### src/rtl/core/kss_pkg.sv
// ----------------------------------------------------------------------------
// kss_pkg
// Shared constants and types for the k-sorted stream sorter.
// ----------------------------------------------------------------------------
package kss_pkg;

    localparam int MAX_K  = 15;
    localparam int DEPTH  = MAX_K + 1;
    localparam int VAL_W  = 32;
    localparam int K_W    = 4;
    localparam int CNT_W  = $clog2(DEPTH + 1);

    // per-cycle command shared by every cell of the window chain
    typedef enum logic [1:0] {
        CELL_HOLD       = 2'd0,
        CELL_INSERT     = 2'd1,
        CELL_POP_INSERT = 2'd2,
        CELL_POP        = 2'd3
    } t_cell_op;

    // what a cell shows to its neighbors
    typedef struct packed {
        logic                    valid;
        logic                    ahead;    // held value sorts ahead of the new value
        logic signed [VAL_W-1:0] value;
    } t_link;

    typedef enum logic [1:0] {
        ST_IDLE  = 2'b01,
        ST_DRAIN = 2'b10
    } t_state;

endpackage

### src/rtl/core/kss_cell.sv
// ----------------------------------------------------------------------------
// kss_cell
// One slot of the sorted window: holds a value and shifts or inserts per op.
// ----------------------------------------------------------------------------
module kss_cell
    import kss_pkg::*;
(
    input  logic                    i_clk,
    input  logic                    i_rst_n,
    input  t_cell_op                i_op,
    input  logic                    i_head,
    input  logic signed [VAL_W-1:0] i_value,
    input  t_link                   i_left,
    input  t_link                   i_right,
    output t_link                   o_link
);

    logic                    r_valid;
    logic                    n_valid;
    logic signed [VAL_W-1:0] r_value;
    logic signed [VAL_W-1:0] n_value;
    logic                    w_before;

    // equal values stay ahead of the newcomer
    assign w_before = r_valid && !(i_value < r_value);

    assign o_link.valid = r_valid;
    assign o_link.ahead = w_before;
    assign o_link.value = r_value;

    always_comb begin
        n_valid = r_valid;
        n_value = r_value;
        unique case (i_op)
            CELL_HOLD: begin
                n_valid = r_valid;
            end
            CELL_INSERT: begin
                n_valid = r_valid | i_left.valid;
                if (w_before) begin
                    n_value = r_value;
                end else if (i_left.ahead) begin
                    n_value = i_value;
                end else begin
                    n_value = i_left.value;
                end
            end
            CELL_POP_INSERT: begin
                // head value leaves, so values that sort ahead of the new value move one place toward the head
                if (i_right.ahead) begin
                    n_value = i_right.value;
                end else if (i_head || w_before) begin
                    n_value = i_value;
                end else begin
                    n_value = r_value;
                end
            end
            CELL_POP: begin
                n_valid = i_right.valid;
                n_value = i_right.value;
            end
            default: begin
                n_valid = r_valid;
            end
        endcase
    end

    always_ff @(posedge i_clk) begin
        if (!i_rst_n) begin
            r_valid <= 1'b0;
        end else begin
            r_valid <= n_valid;
        end
    end

    always_ff @(posedge i_clk) begin
        r_value <= n_value;
    end

endmodule

### src/rtl/core/k_sorted_stream_sorter.sv
// ----------------------------------------------------------------------------
// k_sorted_stream_sorter
// Sorts a stream whose values sit at most k places from their sorted spot.
// ----------------------------------------------------------------------------
// release: a released minimum appears on the master side in the cycle after
//   the slave transaction that releases it
// throughput: one slave transaction per cycle while o_s_tready is high; a list
//   end then drains the window chain, one result per cycle when output is free
// reset: synchronous active-low, empties the window and sets window_k to 2
// ----------------------------------------------------------------------------
module k_sorted_stream_sorter
    import kss_pkg::*;
(
    input  logic             i_clk,
    input  logic             i_rst_n,
    // configuration write channel
    input  logic             i_cfg_valid,
    output logic             o_cfg_ready,
    input  logic [K_W-1:0]   i_cfg_data,     // window_k
    // slave stream
    input  logic             i_s_tvalid,
    output logic             o_s_tready,
    input  logic [VAL_W-1:0] i_s_tdata,      // value
    input  logic             i_s_tlast,      // end_of_list
    // master stream
    output logic             o_m_tvalid,
    input  logic             i_m_tready,
    output logic [VAL_W-1:0] o_m_tdata,      // sorted_value
    output logic             o_m_tlast       // last_out
);

    t_state           r_state;
    t_state           n_state;
    logic [K_W-1:0]   r_window_k;
    logic [CNT_W-1:0] r_count;
    logic [CNT_W-1:0] n_count;
    logic [K_W-1:0]   w_k_sat;
    logic [CNT_W-1:0] w_cap;
    logic             w_need_pop;
    logic             w_out_free;
    logic             w_accept;
    logic             w_drain_step;
    t_cell_op         w_op;

    logic             r_out_valid;
    logic             n_out_valid;
    logic [VAL_W-1:0] r_out_data;
    logic [VAL_W-1:0] n_out_data;
    logic             r_out_last;
    logic             n_out_last;

    t_link            w_link [DEPTH];
    logic [DEPTH-1:0] w_valid_vec;
    t_link            w_head_link;
    t_link            w_tail_link;

    assign o_cfg_ready = 1'b1;

    always_ff @(posedge i_clk) begin
        if (!i_rst_n) begin
            r_window_k <= K_W'(2);
        end else if (i_cfg_valid) begin
            r_window_k <= i_cfg_data;
        end
    end

    assign w_k_sat    = (r_window_k > K_W'(MAX_K)) ? K_W'(MAX_K) : r_window_k;
    assign w_cap      = CNT_W'(w_k_sat) + CNT_W'(1);
    assign w_need_pop = (r_count >= w_cap);
    assign w_out_free = !r_out_valid || i_m_tready;

    // an item that releases nothing is taken even while a result waits
    assign o_s_tready   = (r_state == ST_IDLE) && (!w_need_pop || w_out_free);
    assign w_accept     = i_s_tvalid && o_s_tready;
    assign w_drain_step = (r_state == ST_DRAIN) && w_out_free;

    always_comb begin
        if (w_accept) begin
            w_op = w_need_pop ? CELL_POP_INSERT : CELL_INSERT;
        end else if (w_drain_step) begin
            w_op = CELL_POP;
        end else begin
            w_op = CELL_HOLD;
        end
    end

    // window chain, cell 0 holds the minimum
    assign w_head_link.valid = 1'b1;
    assign w_head_link.ahead = 1'b1;
    assign w_head_link.value = '0;
    assign w_tail_link.valid = 1'b0;
    assign w_tail_link.ahead = 1'b0;
    assign w_tail_link.value = '0;

    for (genvar gi = 0; gi < DEPTH; gi++) begin : g_cell
        t_link w_left;
        t_link w_right;
        if (gi == 0) begin : g_first
            assign w_left = w_head_link;
        end else begin : g_mid_l
            assign w_left = w_link[gi-1];
        end
        if (gi == DEPTH - 1) begin : g_last
            assign w_right = w_tail_link;
        end else begin : g_mid_r
            assign w_right = w_link[gi+1];
        end

        kss_cell u_cell (
            .i_clk   (i_clk),
            .i_rst_n (i_rst_n),
            .i_op    (w_op),
            .i_head  (gi == 0),
            .i_value ($signed(i_s_tdata)),
            .i_left  (w_left),
            .i_right (w_right),
            .o_link  (w_link[gi])
        );

        assign w_valid_vec[gi] = w_link[gi].valid;
    end

    always_comb begin
        n_state = r_state;
        n_count = r_count;
        unique case (r_state)
            ST_IDLE: begin
                if (w_accept) begin
                    if (!w_need_pop) begin
                        n_count = r_count + CNT_W'(1);
                    end
                    if (i_s_tlast) begin
                        n_state = ST_DRAIN;
                    end
                end
            end
            ST_DRAIN: begin
                if (w_drain_step) begin
                    n_count = r_count - CNT_W'(1);
                    if (r_count == CNT_W'(1)) begin
                        n_state = ST_IDLE;
                    end
                end
            end
            default: begin
                n_state = ST_IDLE;
            end
        endcase
    end

    always_comb begin
        n_out_valid = r_out_valid;
        n_out_data  = r_out_data;
        n_out_last  = r_out_last;
        if (w_accept && w_need_pop) begin
            n_out_valid = 1'b1;
            n_out_data  = w_link[0].value;
            n_out_last  = 1'b0;
        end else if (w_drain_step) begin
            n_out_valid = 1'b1;
            n_out_data  = w_link[0].value;
            n_out_last  = (r_count == CNT_W'(1));
        end else if (i_m_tready) begin
            n_out_valid = 1'b0;
        end
    end

    always_ff @(posedge i_clk) begin
        if (!i_rst_n) begin
            r_state     <= ST_IDLE;
            r_count     <= '0;
            r_out_valid <= 1'b0;
        end else begin
            r_state     <= n_state;
            r_count     <= n_count;
            r_out_valid <= n_out_valid;
        end
    end

    always_ff @(posedge i_clk) begin
        r_out_data <= n_out_data;
        r_out_last <= n_out_last;
    end

    assign o_m_tvalid = r_out_valid;
    assign o_m_tdata  = r_out_data;
    assign o_m_tlast  = r_out_last;

    // the number of occupied cells always matches the count
    a_count_matches: assert property (@(posedge i_clk) disable iff (!i_rst_n)
        CNT_W'($countones(w_valid_vec)) == r_count)
        else $error("window occupancy does not match count");

    a_drain_nonempty: assert property (@(posedge i_clk) disable iff (!i_rst_n)
        (r_state == ST_DRAIN) |-> (r_count != '0))
        else $error("drain with empty window");

    a_drain_ends: assert property (@(posedge i_clk) disable iff (!i_rst_n)
        (w_drain_step && r_count == CNT_W'(1)) |=> (r_state == ST_IDLE && r_count == '0))
        else $error("drain did not finish with an empty window");

    a_head_sorted: assert property (@(posedge i_clk) disable iff (!i_rst_n)
        (w_link[0].valid && w_link[1].valid) |-> (w_link[0].value <= w_link[1].value))
        else $error("window head out of order");

    a_release_head: assert property (@(posedge i_clk) disable iff (!i_rst_n)
        (w_accept && w_need_pop) |=> (r_out_valid && !r_out_last))
        else $error("release transaction not presented");

endmodule
### config.mk
export PLATFORM = sky130hd
export DESIGN_NAME = k_sorted_stream_sorter
export DESIGN_NICKNAME = d
export VERILOG_FILES = /design/src/rtl/core/kss_pkg.sv /design/src/rtl/core/kss_cell.sv /design/src/rtl/core/k_sorted_stream_sorter.sv
export SDC_FILE = /design/constraint.sdc
export NUM_CORES = 2
export LEC_CHECK = 0
export BUFFER_PORTS_ARGS = -buffer_cell sky130_fd_sc_hd__buf_2
export CAP_MARGIN = 40
export CORE_UTILIZATION = 45
export DETAILED_ROUTE_END_ITERATION = 8
export PLACE_DENSITY = 0.64
export SLEW_MARGIN = 20
export SYNTH_ARGS = -nofsm -noshare
export SYNTH_HDL_FRONTEND = slang
export SYNTH_SLANG_ARGS = --single-unit
### constraint.sdc
create_clock -name i_clk -period 15.91 [get_ports i_clk]
set_input_delay 3.182 -clock i_clk [delete_from_list [all_inputs] [get_ports i_clk]]
set_output_delay 3.182 -clock i_clk [all_outputs]
set_load 0.05 [all_outputs]
==> results.md <==
* Antenna violations before repair at 0
* Die W at 325 um
* Initial Util at 0.453
* CTS sink cnt at 573
* Violated checks: DRC
* Die area at 106000 um2
* Vias in the first global route at 38400
* CP Capture Type: flop
* DRT Pass-1 Iters at 9
* Sequential Power Share at 0.407
* Post-synth EDFFs at 544
* Global route overflow at 0
* Syn Inst Count at 5098
* CTS tree: done
* Crit path max fanout at 68
* Largest net degree at the start of global routing at 159
* CTS Root Cell: clkbuf_16
* Mapped Avg Cell Area at 9.20 um2
* Final core occ at 0.494
* Synth warn at 0
* HPWL after detailed placement at 102 mm
* GRT Overall Usage at 0.260
* Slew Viols, Final at 0
* CTS Hold Buffers Added at 0
* Syn-to-layout area delta at 9.01%
* Worst Clk Skew at 0.0229 ns
* RSZ-0062 raised after global routing: no
* Worst setup path category: primary input to flop
* FP Rows at 118
* Lkg Pwr at 21.4 nW
* H-tree depth at 3
* First-pass GRT wire length at 222 mm
* Register area share after synthesis at 0.361
* Total vias in the final route at 40400
* CTS clk-pin slew, worst paths at 0.07 ns
* Status: finished with violations
* DR iter-0 viols at 4089
* HP Class: flop to flop
* Die height at 325 um
* Tightest Pin Transition at 1.32 ns
* Main synth FF type: edfxtp_1
* Post-synth net total at 5645
* Antenna Cells at 0
* Design Area, Final at 51100 um2
* Hold slack at 0.444 ns
* Required @ worst endpoint at 16.31 ns
* Post-CTS Setup Bufs at 0
* Tmin final at 7.55 ns
* Total chip power at 5.55 mW
* Switching Fraction at 0.351
* Placer Congestion at 0.889
* Via density at 6.28
* Setup_tns at 0 ns
* Final Cycle Share at 0.474
* P_int at 3.60 mW
* Slew HR at 0.122
* Final hold vios at 0
* Core Area at 103000 um2
* Library cells used by synthesis at 81
* Post-CTS Resized at 0
* DRC at 9
* Port Buf Inserts at 76
* Maximum clock path buffer count at 3
* Total CTS buffers at 72
* Mapped cell area at 46900 um2
* Max Fclk at 133 MHz
* Routed len/inst at 22.0 um
* Crit path DAT at 7.94 ns
* Clock power frac at 0.288
* Switching power at 1.95 mW
* Max Cap Viol at 0
* Worst Setup Start Kind: primary input
* WL final at 141 mm
* DP Area at 48900 um2
* Comb power frac at 0.305
* Asr flop ratio synth at 0
* Power Dens Cells at 108 nW/um2
* # IOs at 78
* Later-pin clock latency in the skew report at 0.65 ns
* Peak supply drop at 71.6 uV
* Flops & latches, synth at 573
* Nets@finish at 5548
* Final setup viols at 0
* Commonest non-fill, non-tap cell in the layout: edfxtp_1
* Antenna Violating Nets Remaining at 0
* Share of layout cells above drive strength 1 at 0.0801
* Commonest cells after routing, fill and taps aside: edfxtp_1, inv_1, ha_1, nand2_1, o21ai_0
==> per-layer routing <==
| metal | routed length, um | part of all wire | GRT usage |
|---|---|---|---|
| met3 | 9520 | 0.067 | 0.0278 |
| met5 | 0 | 0 | 0 |
| met2 | 63400 | 0.45 | 0.414 |
| met4 | 3980 | 0.028 | 0.0812 |
| met1 | 64600 | 0.46 | 0.369 |
==> final cells by class <==
type                       instances  area, um2
fill                            9624      52300
multi-input combinational       3619      26700
tap                             1380       1730
clock inverter                    45        349
sequential                       573      16900
inverter                         538       2030
clock buffer                      83       1840
timing repair buffer             197       1620
==> final timing paths <==
check / startpoint / end / slack [ns] / cells after the start
hold reg to reg: g_cell[0].u_cell.r_value[14] / o_m_tdata[14] / 0.44 / 0
hold / removal: g_cell[0].u_cell.r_value[14] / o_m_tdata[14] / 0.44 / 0
setup reg to reg: r_window_k[0] / g_cell[14].u_cell.r_value[0] / 10.27 / 14
setup / recovery: i_s_tvalid / g_cell[14].u_cell.r_value[0] / 8.36 / 13
==> flip-flops by register name (all words and copies together), names as in the netlist <==
name	count
g_cell.u_cell.r_valid	16
g_cell.u_cell.r_value	512
o_m_tdata	32
o_m_tlast	1
o_m_tvalid	1
r_count	5
r_state	2
r_window_k	4
==> power by group through the flow <==
stage	logic, mW	clock network [mW]	registers (mW)
floorplan	1.20	0	2.25
global placement	1.59	0	2.27
detailed placement	1.67	0	2.28
CTS	1.68	1.62	2.25
global route	1.90	1.67	2.29
finish	1.69	1.60	2.26
==> cell families after synthesis <==
family	Yosys count	share of synthesized area
AOI/OAI and AO/OA	1713	0.246
xor gates and xnor gates	6	0.00112
adders and majority gates	505	0.135
buffers and inverters	906	0.0768
DFF	573	0.361
muxes	387	0.0842
other	1	0.0000799
and+or+nand+nor	1007	0.0965
==> critical path, cell delays in order <==
cell     delay, ns
buf_2         0.09
and3b_1       0.18
nand2_1       0.08
nor4_1        0.59
or2_4         0.56
nor2_4        0.03
buf_4         0.26
inv_6         0.50
buf_4         0.64
buf_4         0.72
o22ai_4       0.29
buf_16        0.26
a221o_1       0.35
==> metrics by stage <==
| step | cells | setup slack, ns |
|---|---|---|
| after CTS | 6432 | 8.48 |
| final | 6435 | 8.36 |
| after detailed placement | 6304 | 7.80 |
| after global placement | 6284 | 7.70 |
| after global routing | 6435 | 8.16 |
| after floorplan | 5098 | 2.78 |
==> synth_stat cells (all sizes together) (14+ instances only) <==
library cell | n | share of area
a211o | 72 | 0.013
a211oi | 35 | 0.0056
a21boi | 14 | 0.0022
a21o | 104 | 0.017
a21oi | 410 | 0.044
a221o | 125 | 0.027
a221oi | 15 | 0.0028
a222oi | 63 | 0.013
a22oi | 85 | 0.014
a32oi | 37 | 0.0069
buf | 121 | 0.014
clkbuf | 247 | 0.020
dfxtp | 29 | 0.012
edfxtp | 544 | 0.35
ha | 505 | 0.13
inv | 538 | 0.043
mux2 | 52 | 0.013
mux2i | 335 | 0.071
nand2 | 431 | 0.034
nand2b | 25 | 0.0033
nand3 | 74 | 0.0079
nand4 | 66 | 0.0088
nor2 | 201 | 0.016
nor2b | 15 | 0.0020
nor3 | 133 | 0.014
o2111ai | 38 | 0.0071
o211ai | 93 | 0.015
o21ai | 458 | 0.049
o221ai | 42 | 0.0078
o31ai | 35 | 0.0056
o32ai | 33 | 0.0062
No activity file was read; power rests on OpenSTA's default activity.
